==> src/hdl/mpe_pkg.sv <==
// Shared types and constants for the Mandelbrot pixel escape core.
// Holds field widths, register indexes, colour constants, controller states
// and the command and status bundles between controller and datapath.
package mpe_pkg;

    localparam int PIX_W    = 12;
    localparam int DIM_W    = 13;
    localparam int LIMIT_W  = 16;
    localparam int ZOOM_W   = 32;
    localparam int SHIFT_W  = 7;
    localparam int COLOUR_W = 32;
    localparam int MAG_W    = 16;
    localparam int IDX_W    = 3;
    localparam int DEN_W    = ZOOM_W + DIM_W;
    localparam int IN_W     = 2 * PIX_W;
    localparam int OUT_W    = LIMIT_W + COLOUR_W;
    localparam int USER_W   = 2;
    localparam int DIM_MAX  = 4096;

    typedef logic [IDX_W-1:0] t_cfg_idx;

    localparam t_cfg_idx CFG_FRAME_WIDTH  = 3'd0;
    localparam t_cfg_idx CFG_FRAME_HEIGHT = 3'd1;
    localparam t_cfg_idx CFG_ITER_LIMIT   = 3'd2;
    localparam t_cfg_idx CFG_ZOOM         = 3'd3;
    localparam t_cfg_idx CFG_CENTRE_RE    = 3'd4;
    localparam t_cfg_idx CFG_CENTRE_IM    = 3'd5;
    localparam t_cfg_idx CFG_COLOUR_SHIFT = 3'd6;

    localparam logic [COLOUR_W-1:0] COLOUR_BASE = 32'h0034_0000;
    localparam logic [COLOUR_W-1:0] COLOUR_STEP = 32'd10000;
    localparam logic [COLOUR_W-1:0] SHIFT_STEP  = 32'd100000;

    function automatic logic [COLOUR_W-1:0] colour_step(input logic [2:0] k);
        return COLOUR_W'(k) * COLOUR_STEP;
    endfunction

    typedef enum logic [3:0] {
        ST_IDLE,
        ST_MAP,
        ST_MAP_WAIT,
        ST_SCALE,
        ST_ITER,
        ST_ABS,
        ST_MUL_LO,
        ST_MUL_HI,
        ST_ASM,
        ST_CHECK,
        ST_DONE
    } t_state;

    typedef struct packed {
        logic load;
        logic div_start;
        logic add_centre;
        logic scale;
        logic z_update;
        logic take_abs;
        logic mul_lo;
        logic mul_hi;
        logic assemble;
        logic count_inc;
        logic set_esc;
        logic out_load;
    } t_cmd;

    typedef struct packed {
        logic div_done;
        logic limit_hit;
        logic escape;
        logic out_free;
    } t_sts;

endpackage

==> src/hdl/mpe_ctrl.sv <==
// Controller state machine: sequences mapping, iteration steps and output.
// Drives the datapath through t_cmd and reads t_sts; uses mpe_pkg.
module mpe_ctrl
    import mpe_pkg::*;
(
    input  logic i_clk,
    input  logic i_rst_n,
    input  logic i_s_tvalid,
    output logic o_s_tready,
    input  t_sts i_sts,
    output t_cmd o_cmd
);

    t_state r_state;
    t_state n_state;

    always_ff @(posedge i_clk) begin
        if (!i_rst_n) begin
            r_state <= ST_IDLE;
        end else begin
            r_state <= n_state;
        end
    end

    always_comb begin
        n_state = r_state;
        o_cmd   = '0;
        unique case (r_state)
            ST_IDLE: begin
                if (i_s_tvalid) begin
                    o_cmd.load = 1'b1;
                    n_state    = ST_MAP;
                end
            end
            ST_MAP: begin
                o_cmd.div_start = 1'b1;
                n_state         = ST_MAP_WAIT;
            end
            ST_MAP_WAIT: begin
                if (i_sts.div_done) begin
                    o_cmd.add_centre = 1'b1;
                    n_state          = ST_SCALE;
                end
            end
            ST_SCALE: begin
                o_cmd.scale = 1'b1;
                n_state     = ST_ITER;
            end
            ST_ITER: begin
                if (i_sts.limit_hit) begin
                    n_state = ST_DONE;
                end else begin
                    o_cmd.z_update = 1'b1;
                    n_state        = ST_ABS;
                end
            end
            ST_ABS: begin
                o_cmd.take_abs = 1'b1;
                n_state        = ST_MUL_LO;
            end
            ST_MUL_LO: begin
                o_cmd.mul_lo = 1'b1;
                n_state      = ST_MUL_HI;
            end
            ST_MUL_HI: begin
                o_cmd.mul_hi = 1'b1;
                n_state      = ST_ASM;
            end
            ST_ASM: begin
                o_cmd.assemble = 1'b1;
                n_state        = ST_CHECK;
            end
            ST_CHECK: begin
                if (i_sts.escape) begin
                    o_cmd.set_esc = 1'b1;
                    n_state       = ST_DONE;
                end else begin
                    o_cmd.count_inc = 1'b1;
                    n_state         = ST_ITER;
                end
            end
            ST_DONE: begin
                if (i_sts.out_free) begin
                    o_cmd.out_load = 1'b1;
                    n_state        = ST_IDLE;
                end
            end
            default: begin
                n_state = ST_IDLE;
            end
        endcase
    end

    assign o_s_tready = (r_state == ST_IDLE);

endmodule

==> config.mk <==
export PLATFORM = sky130hd
export DESIGN_NAME = mpe_ctrl
export DESIGN_NICKNAME = d
export VERILOG_FILES = /design/src/hdl/mpe_pkg.sv /design/src/hdl/mpe_ctrl.sv
export SDC_FILE = /design/constraint.sdc
export NUM_CORES = 1
export LEC_CHECK = 0
export CORE_AREA = 2 2 39 41
export DETAILED_ROUTE_END_ITERATION = 7
export DIE_AREA = 0 0 41 43
export DONT_BUFFER_PORTS = 1
export PLACE_DENSITY_LB_ADDON = 0.2
export SLEW_MARGIN = 20
export SYNTH_ARGS = -nofsm -noshare
export SYNTH_HDL_FRONTEND = slang
export SYNTH_SLANG_ARGS = --single-unit
export TNS_END_PERCENT = 100
==> constraint.sdc <==
create_clock -name i_clk -period 1.23 [get_ports i_clk]
set_input_delay 0.0615 -clock i_clk [delete_from_list [all_inputs] [get_ports i_clk]]
set_output_delay 0.0615 -clock i_clk [all_outputs]
set_load 0.005 [all_outputs]
==> results.sh, run 1 <==
export IMPL_place_hpwl_um=848
export IMPL_clock_insertion_delay_worst_skew_ns=0.24
export IMPL_synth_enable_flop_cells=0
export IMPL_yosysSeqAreaShare=0.198
export IMPL_floorplan_io_pins=20
export IMPL_io_buffers=0
export IMPL_synth_compound_gate_area_share=0.192
export IMPL_timing_worst_setup_path_type="reg -> out"
export IMPL_finalSetupViolCount=4
export IMPL_cts_htree_levels=1
export IMPL_route_vias_total=478
export IMPL_grt_met3_usage=0.0314
export IMPL_synth_mux_area_frac=0.0248
export IMPL_tritoncts="built"
export IMPL_fraction_of_registers_with_async_set_reset=0
export IMPL_worst_path_max_fanout=2
export IMPL_fillerInstances=125
export IMPL_first_global_vias=430
export IMPL_drt_drc_violations_left=0
export IMPL_cts_buffers=3
export IMPL_post_synth_top_area_fraction=0.198
export IMPL_dp_cell_count=81
export IMPL_post_synth_instance_area_um2=404
export IMPL_detail_route_vias_per_cell=5.37
export IMPL_gp_congestion=0.788
export IMPL_synthToLayoutAreaGrowth_pct=74.3
export IMPL_max_slew_vio_count=0
export IMPL_yosys_cell_types_count=30
export IMPL_worstMarginPinSlew_ns=0.253
export IMPL_worst_endpoint_required_ns=1.17
export IMPL_placedInstanceArea_um2=509
export IMPL_synth_fa_ha_area_frac=0
export IMPL_critPathLaunchType="register"
export IMPL_wire_per_inst_um=13.5
export IMPL_drt_antenna_violating_nets=0
export IMPL_synth_simple_gate_area_share=0.508
export IMPL_critical_path_arrival_ns=1.29
export IMPL_power_static_leakage_nw=0.308
export IMPL_largest_net_degree_at_the_start_of_global_routing=16
export IMPL_ys_flop_type="sky130_fd_sc_hd__dfxtp_1"
export IMPL_grt_usage=0.160
export IMPL_final_cell_count_no_fill=89
export IMPL_synth_seq_cells=4
export IMPL_mappedNetlistNets=62
export IMPL_switching_part_of_the_total_power=0.391
export IMPL_finalNetCount=82
export IMPL_ctsLongestPathBuffers=2
export IMPL_drt_iter0_drc=3
export IMPL_yosys_area_top_type="sky130_fd_sc_hd__dfxtp_1"
export IMPL_met2_usage=0.250
export IMPL_grt_pass1_wl_um=1940
export IMPL_combinationalPowerShare=0.707
export IMPL_die_w_um=41
export IMPL_worst_setup_hold_path_clk_slew_ns=0.04
export IMPL_die_area_um2=1760
export IMPL_initial_antenna_violation_count=0
export IMPL_routed_wirelength_um=1200
export IMPL_violations_in_the_final_reports="setup timing"
export IMPL_synth_top_family_by_area="simple AND/OR/NAND/NOR gates"
export IMPL_routing_layer_with_the_top_usage_in_global_route="met2"
export IMPL_max_freq_mhz=741
export IMPL_final_hold_viol_count=0
export IMPL_antenna_diode_count=0
export IMPL_floorplan_core_area_um2=1380
export IMPL_start_util=0.292
export IMPL_layout_drive_gt1_share=0.603
export IMPL_cp_end_kind="output pin"
export IMPL_rows=14
export IMPL_vdd_drop_max_mv=0.785
export IMPL_clock_sink_count=4
export IMPL_max_flop_register="r_state"
export IMPL_p_seq_frac=0.175
export IMPL_status="finished, violations left"
export IMPL_netSwitchingPower_uw=547
export IMPL_total_iterations_of_the_first_detailed_routing_run=2
export IMPL_die_h_um=43
export IMPL_reg_largest_list="r_state (4)"
export IMPL_design_area_um2=704
export IMPL_ys_warnings_count=0
export IMPL_fin_crit_ns=1.35
export IMPL_layout_worst_path_cycle_share=1.10
export IMPL_flip_flop_count_of_the_largest_register_all_copies_and_words_added=4
export IMPL_final_ws_setup_ns=-0.119
export IMPL_syn_avg_cell_area_um2=7.35
export IMPL_cts_root_buffer_cell="sky130_fd_sc_hd__clkbuf_4"
export IMPL_pwr_share_clk=0.117
export IMPL_syn_inst=55
export IMPL_min_path_type="in -> reg"
export IMPL_fin_skew_ns=0.00437
export IMPL_xor_xnor_cell_area_share_of_the_yosys_netlist=0
export IMPL_globalRouteOverflowTotal=0
export IMPL_synth_common_cells="sky130_fd_sc_hd__nor2_1 (6), sky130_fd_sc_hd__nor3_1 (5), sky130_fd_sc_hd__buf_2 (4), sky130_fd_sc_hd__dfxtp_1 (4), sky130_fd_sc_hd__nand2b_1 (4)"
export IMPL_synth_top_cells_by_area="sky130_fd_sc_hd__dfxtp_1 (20%), sky130_fd_sc_hd__nand2b_1 (6.2%), sky130_fd_sc_hd__nor3_1 (6.2%), sky130_fd_sc_hd__nor2_1 (5.6%), sky130_fd_sc_hd__buf_2 (5.0%)"
export IMPL_max_cap_violations=0
export IMPL_rsz0062_at_grt="yes"
export IMPL_grt_use_met1=0.208
export IMPL_p_int_uw=853
export IMPL_max_slew_margin=0.830
export IMPL_power_density_nw_per_um2=1990
export IMPL_synthMostInstantiatedCell="sky130_fd_sc_hd__nor2_1"
final cells by class:
| type | instances | area (um^2) | area share |
|---|---|---|---|
| tap | 16 | 20.0 | 0.0284 |
| timing repair buffer | 19 | 180 | 0.256 |
| sequential | 4 | 87.6 | 0.124 |
| multi-input combinational | 44 | 383 | 0.544 |
| inverter | 3 | 11.3 | 0.0160 |
| clock buffer | 3 | 22.5 | 0.0320 |
kinds of logic after synthesis:
family,count (synthesis)
flops,4
simple gates,33
mux,1
buf+inv,7
compound gates,10
power groups by stage:
| stage | clock [mW] | combinational (mW) | sequential, mW |
|---|---|---|---|
| floorplan | 0 | 0.429 | 0.210 |
| global route | 0.179 | 1.08 | 0.252 |
| CTS | 0.169 | 0.795 | 0.215 |
| finish | 0.164 | 0.990 | 0.245 |
| detailed placement | 0 | 0.708 | 0.217 |
| global placement | 0 | 0.708 | 0.216 |
per-layer routing:
metal | vias up | wire [um]
met3 | 2 | 32
met1 | 224 | 548
met2 | 11 | 605
met5 | - | 0
met4 | 0 | 19
li1 | 241 | -
cell usage in the layout (no fill, tap or decap), types with 2 or more instances in the layout:
cell type                  Yosys  routed
sky130_fd_sc_hd__buf_4         0      14
sky130_fd_sc_hd__nor3_2        0       4
sky130_fd_sc_hd__nand2b_4      0       3
sky130_fd_sc_hd__nand2_1       3       3
sky130_fd_sc_hd__nor2_4        0       3
sky130_fd_sc_hd__and3_1        3       3
sky130_fd_sc_hd__clkbuf_4      0       3
sky130_fd_sc_hd__dfxtp_2       0       3
sky130_fd_sc_hd__inv_1         2       2
sky130_fd_sc_hd__nand2b_1      4       2
sky130_fd_sc_hd__nor2_2        0       2
sky130_fd_sc_hd__nor4_2        0       2
sky130_fd_sc_hd__a21oi_1       2       2
sky130_fd_sc_hd__buf_6         0       2
repair_timing:
action,4_1_cts,5_1_grt
gates cloned,0,1
endpoints found under the setup margin,11,16
pin swaps,2,1
buffers inserted,1,2
endpoints found under the hold margin,4,0
hold buffers,1,0
resized for setup,13,18
critical path, cell delays in order (launching register included):
cell and delay, ns:
sky130_fd_sc_hd__dfxtp_2 0.31, sky130_fd_sc_hd__or4_4 0.54, sky130_fd_sc_hd__inv_2 0.07, sky130_fd_sc_hd__and2_4 0.13
path summary, 6_finish.rpt:
kind | start | depth (start not counted) | slack (ns) | end
worst max register to register | r_state[3] | 3 | -0.01 | r_state[1]
worst min register to register | r_state[0] | 2 | 0.61 | r_state[0]
worst max-delay path | r_state[3] | 3 | -0.12 | o_cmd[11]
worst min-delay path | i_sts[1] | 2 | 0.02 | r_state[2]
stage by stage:
step / TNS (ns) / utilization / power (mW) / hold slack [ns] / worst slack [ns]
after CTS: -0.220 / 0.429 / 1.18 / 0.0148 / -0.125
after global routing: -0.387 / 0.509 / 1.52 / 0.0338 / -0.164
after detailed placement: 0 / 0.368 / 0.925 / 0.161 / 0.00777
after floorplan: 0 / - / 0.638 / 0.157 / 0.00742
final: -0.229 / 0.509 / 1.40 / 0.0223 / -0.119
after global placement: 0 / 0.368 / 0.924 / 0.162 / 0.00220
(Power assumes the default switching activity.)
==> run 2: changes to the inputs <==
clock period = 1.4 ns   (was 1.23 ns; I/O delays follow)
==> run 2 against run 1 <==
The run now ends clean; global-route usage fell by 0.77 points; register-to-register slack improved by 0.03 ns; sequential power fell by 12%; routed wire length fell by 6.8%; non-clock buffer count fell by 8; largest cell class unchanged; highest routed layer unchanged.
==> results.sh, run 2 (synthesized netlist as in run 1, its figures left out) <==
export IMPL_worstMarginPinSlew_ns=0.337
export IMPL_seqCellArea_um2=88.8
export IMPL_finalNetCount=74
export IMPL_timing_worst_setup_path_type="reg -> out"
export IMPL_die_w_um=41
export IMPL_largest_net_degree_at_the_start_of_global_routing=14
export IMPL_power_density_nw_per_um2=1800
export IMPL_die_h_um=43
export IMPL_antenna_diode_count=0
export IMPL_layout_worst_path_cycle_share=0.993
export IMPL_commonest_cells_after_routing_fill_and_taps_aside="sky130_fd_sc_hd__buf_4 (9), sky130_fd_sc_hd__nor2_1 (6), sky130_fd_sc_hd__nor3_1 (5)"
export IMPL_start_util=0.292
export IMPL_rr_worst_depth=4
export IMPL_critPathLaunchType="register"
export IMPL_critical_path_top_delay_family="simple AND/OR/NAND/NOR gates"
export IMPL_clock_insertion_delay_worst_skew_ns=0.25
export IMPL_tritoncts="built"
export IMPL_dp_cell_count=74
export IMPL_wire_per_inst_um=13.9
export IMPL_clock_sink_count=4
export IMPL_die_area_um2=1760
export IMPL_status="finished clean"
export IMPL_drt_antenna_violating_nets=0
export IMPL_grt_pass1_wl_um=1810
export IMPL_worst_path_max_fanout=11
export IMPL_flip_flop_count_of_the_largest_register_all_copies_and_words_added=4
export IMPL_drt_drc_violations_left=0
export IMPL_fin_skew_ns=0.00759
export IMPL_cts_htree_levels=1
export IMPL_max_stage_delay_ns=0.51
export IMPL_synthToLayoutAreaGrowth_pct=31.0
export IMPL_floorplan_io_pins=20
export IMPL_grt_usage=0.153
export IMPL_max_freq_mhz=719
export IMPL_fin_crit_ns=1.39
export IMPL_drt_iter0_drc=18
export IMPL_critical_path_reg2reg_startpoint="r_state[2]"
export IMPL_routed_wirelength_um=1120
export IMPL_floorplan_core_area_um2=1380
export IMPL_finalSetupViolCount=0
export IMPL_rows=14
export IMPL_power_static_leakage_nw=0.227
export IMPL_worst_setup_hold_path_clk_slew_ns=0.04
export IMPL_critical_path_arrival_ns=1.32
export IMPL_layout_commonest_cell="sky130_fd_sc_hd__buf_4"
export IMPL_max_cap_violations=0
export IMPL_regToRegSetupSlack_ns=0.02
export IMPL_r2r_end="r_state[1]"
export IMPL_cts_buffers=3
export IMPL_globalRouteOverflowTotal=0
export IMPL_final_cell_count_no_fill=81
export IMPL_reg_largest_list="r_state (4)"
export IMPL_max_slew_margin=0.773
export IMPL_final_setup_tns_ns=0
export IMPL_crit_buf_inv=1
export IMPL_rsz0062_at_grt="yes"
export IMPL_gp_congestion=0.793
export IMPL_initial_antenna_violation_count=0
export IMPL_fillerInstances=146
export IMPL_ctsLongestPathBuffers=2
export IMPL_hold_path_startpoint="i_sts[1]"
export IMPL_detail_route_vias_per_cell=5.52
export IMPL_total_iterations_of_the_first_detailed_routing_run=4
export IMPL_multiInputGateArea_um2=295
export IMPL_final_hold_viol_count=0
export IMPL_min_path_type="in -> reg"
export IMPL_p_total_uw=951
export IMPL_cp_end_kind="output pin"
export IMPL_worst_path_max_delay_cell="sky130_fd_sc_hd__or4_4"
export IMPL_worstPathCellList="or4_4 > inv_4 > and2_4"
export IMPL_route_vias_total=447
export IMPL_hold_depth=2
export IMPL_max_slew_vio_count=0
export IMPL_layout_drive_gt1_share=0.323
export IMPL_place_hpwl_um=758
export IMPL_first_global_vias=392
export IMPL_holdWs_ns=0.0225
export IMPL_whs_endpoint="r_state[2]"
export IMPL_max_flop_register="r_state"
export IMPL_vdd_drop_max_mv=0.527
export IMPL_cts_root_buffer_cell="sky130_fd_sc_hd__clkbuf_4"
export IMPL_worst_endpoint_required_ns=1.33
export IMPL_io_buffers=0
## run 2: cell types whose count changed in the layout (fill, tap and decap cells not counted), moves of 3 or more
cell	previous run	this run
sky130_fd_sc_hd__nor3_1	1	5
sky130_fd_sc_hd__buf_4	14	9
sky130_fd_sc_hd__nor2_1	1	6
sky130_fd_sc_hd__nor2_4	3	0
sky130_fd_sc_hd__nor3_2	4	0
sky130_fd_sc_hd__nand2b_4	3	0
## run 2: worst reg2reg max path, delay by kind of cell (launching register included)
| kind | cells | cell delay [ns] |
|---|---|---|
| simple gates | 1 | 0.51 |
| compound gates | 2 | 0.23 |
| flops | 1 | 0.37 |
| buf+inv | 1 | 0.15 |
## run 2: area by class of cell
type,instances,share of cell area
repair buffers,11,0.168
multi-input cells,44,0.558
flip-flops and latches,4,0.168
inverters,3,0.0260
well taps,16,0.0378
clock buffers,3,0.0426
## run 2: repair_timing
action	4_1_cts	5_1_grt
endpoints found under the hold margin	4	0
gates resized for setup	5	3
pin swaps	1	1
hold buffers	1	0
setup endpoints to repair	1	3
setup buffers	2	1
## run 2: report_power, final
part / internal, mW / switching (mW) / leakage [nW]
clock network: 0.0962 / 0.0532 / 0.0138
registers: 0.161 / 0.0547 / 0.0347
logic: 0.312 / 0.273 / 0.179
## run 2: per-stage QoR
stage	setup WS (ns)	area, um^2	utilization
floorplan	0.177	404	-
global placement	0.105	457	0.330
detailed placement	0.104	457	0.330
CTS	0.00560	513	0.371
global route	-0.0296	529	0.382
finish	0.00976	529	0.382
## run 2: worst max path at each step
stage / from / end / slack (ns) / depth (start not counted)
after floorplan: r_state[3] / r_state[1] / 0.18 / 3
after global placement: r_state[2] / r_state[0] / 0.11 / 3
after detailed placement: r_state[2] / r_state[0] / 0.10 / 3
after CTS: r_state[2] / o_cmd[11] / 0.006 / 3
after global routing: r_state[1] / o_cmd[11] / -0.03 / 3
final: r_state[2] / o_cmd[11] / 0.01 / 3
## run 2: metal layers
layer	global-route usage	share of wire	up-vias
met4	0.120	0.026	0
met2	0.197	0.48	26
li1	-	-	224
met1	0.216	0.41	193
met5	0	0	-
met3	0.0209	0.087	4
==> run 3: changes to the inputs <==
PLACE_DENSITY = 0.55   (was not set)
PLACE_DENSITY_LB_ADDON = not set   (was 0.2)
==> run 3 against run 2 <==
The run now ends with setup timing left; highest routed layer unchanged; fmax shrank 1.1%; cell count shrank 1.2%; routed wire length grew 1.5%; power shrank 0.34%; first-iteration DRC count shrank 56%; setup slack lost 0.016 ns; clock skew shrank 0.0034 ns.
==> results.sh, run 3 (synthesized netlist as in run 1, its figures left out) <==
export IMPL_die_h_um=43
export IMPL_min_path_type="in -> reg"
export IMPL_violations_in_the_final_reports="setup timing"
export IMPL_rows=14
export IMPL_hold_depth=2
export IMPL_io_buffers=0
export IMPL_critPathLaunchType="register"
export IMPL_worst_endpoint_required_ns=1.51
export IMPL_cp_end_kind="register"
export IMPL_antenna_diode_count=0
export IMPL_gp_congestion=0.703
export IMPL_final_cell_count_no_fill=80
export IMPL_flip_flop_count_of_the_largest_register_all_copies_and_words_added=4
export IMPL_grt_usage=0.140
export IMPL_reg_largest_list="r_state (4)"
export IMPL_finalSetupViolCount=2
export IMPL_synthToLayoutAreaGrowth_pct=30.0
export IMPL_first_global_vias=425
export IMPL_critical_path_top_delay_family="simple AND/OR/NAND/NOR gates"
export IMPL_route_vias_total=455
export IMPL_cts_root_buffer_cell="sky130_fd_sc_hd__clkbuf_4"
export IMPL_cp_depth=4
export IMPL_drt_drc_violations_left=0
export IMPL_die_area_um2=1760
export IMPL_rsz0062_at_grt="yes"
export IMPL_clock_insertion_delay_worst_skew_ns=0.23
export IMPL_floorplan_io_pins=20
export IMPL_worst_path_max_delay_cell="sky130_fd_sc_hd__or4_4"
export IMPL_place_hpwl_um=775
export IMPL_layout_worst_path_cycle_share=1.00
export IMPL_fillerInstances=149
export IMPL_power_density_nw_per_um2=1800
export IMPL_clock_sink_count=4
export IMPL_layout_commonest_cell="sky130_fd_sc_hd__buf_4"
export IMPL_vdd_drop_max_mv=0.493
export IMPL_max_cap_violations=0
export IMPL_timing_worst_setup_path_type="reg -> reg"
export IMPL_max_freq_mhz=711
export IMPL_grt_pass1_wl_um=1660
export IMPL_max_slew_margin=0.772
export IMPL_initial_antenna_violation_count=0
export IMPL_largest_net_degree_at_the_start_of_global_routing=12
export IMPL_final_hold_viol_count=0
export IMPL_ctsLongestPathBuffers=2
export IMPL_layout_drive_gt1_share=0.344
export IMPL_wire_per_inst_um=14.2
export IMPL_drt_antenna_violating_nets=0
export IMPL_multiInputGateArea_um2=302
export IMPL_worstMarginPinSlew_ns=0.339
export IMPL_finish_utilization=0.380
export IMPL_rr_worst_depth=4
export IMPL_worst_setup_hold_path_clk_slew_ns=0.04
export IMPL_globalRouteOverflowTotal=0
export IMPL_power_static_leakage_nw=0.224
export IMPL_tritoncts="built"
export IMPL_final_ws_setup_ns=-0.00588
export IMPL_critical_path_arrival_ns=1.51
export IMPL_worstPathCellList="or4_4 > buf_4 > o211ai_2 > o2bb2ai_2"
export IMPL_cts_htree_levels=1
export IMPL_max_flop_register="r_state"
export IMPL_commonest_cells_after_routing_fill_and_taps_aside="sky130_fd_sc_hd__buf_4 (9), sky130_fd_sc_hd__nor2_1 (6), sky130_fd_sc_hd__nor3_1 (5)"
export IMPL_routed_wirelength_um=1140
export IMPL_max_stage_delay_ns=0.54
export IMPL_total_iterations_of_the_first_detailed_routing_run=4
export IMPL_worst_path_max_fanout=2
export IMPL_seqCellArea_um2=90.1
export IMPL_fin_crit_ns=1.41
export IMPL_drt_iter0_drc=8
export IMPL_max_slew_vio_count=0
export IMPL_finalNetCount=73
export IMPL_crit_buf_inv=1
export IMPL_dp_cell_count=72
export IMPL_start_util=0.292
export IMPL_floorplan_core_area_um2=1380
export IMPL_status="finished, violations left"
export IMPL_die_w_um=41
export IMPL_fin_skew_ns=0.00415
export IMPL_cts_buffers=3
export IMPL_detail_route_vias_per_cell=5.69
==> run 3: final cells by class <==
class	count	share of cell area
multi-input cells	44	0.574
flip-flops and latches	4	0.171
repair buffers	10	0.148
clock buffers	3	0.0429
well taps	16	0.0381
inverters	3	0.0262
==> run 3: per-layer routing <==
| layer | GRT usage | routed length (um) | vias to the layer above |
|---|---|---|---|
| met4 | 0.120 | 17 | 0 |
| met3 | 0.0262 | 102 | 2 |
| met5 | 0 | 0 | - |
| li1 | - | - | 223 |
| met1 | 0.161 | 482 | 206 |
| met2 | 0.206 | 536 | 24 |
==> run 3: metrics by stage <==
stage / hold slack [ns] / worst slack [ns] / total power, mW / cell area [um^2] / setup TNS, ns
final: 0.0262 / -0.00588 / 0.947 / 526 / -0.0112
after floorplan: 0.174 / 0.177 / 0.561 / 404 / 0
after CTS: 0.0114 / 0.0181 / 0.913 / 514 / 0
after global placement: 0.178 / 0.114 / 0.674 / 442 / 0
after global routing: 0.0150 / -0.0477 / 1.03 / 526 / -0.102
after detailed placement: 0.178 / 0.101 / 0.675 / 442 / 0
==> run 3: power by group <==
| group | total [mW] | internal (mW) | switching (mW) |
|---|---|---|---|
| Sequential | 0.214 | 0.162 | 0.0524 |
| Combinational | 0.592 | 0.304 | 0.288 |
| Clock | 0.141 | 0.0957 | 0.0451 |
==> run 3: what timing repair did <==
| action | in CTS | in global routing |
|---|---|---|
| endpoints found under the hold margin | 4 | 0 |
| endpoints found under the setup margin | 1 | 6 |
| hold buffers | 1 | 0 |
| cloned | 0 | 0 |
| pin swaps | 1 | 0 |
| gates resized for setup | 5 | 4 |
| setup buffers | 4 | 0 |
==> run 3: final timing paths <==
check	slack (ns)	to	startpoint
max	-0.006	r_state[1]	r_state[3]
max reg2reg	-0.006	r_state[1]	r_state[3]
min reg2reg	0.53	r_state[0]	r_state[0]
min	0.03	r_state[2]	i_sts[1]
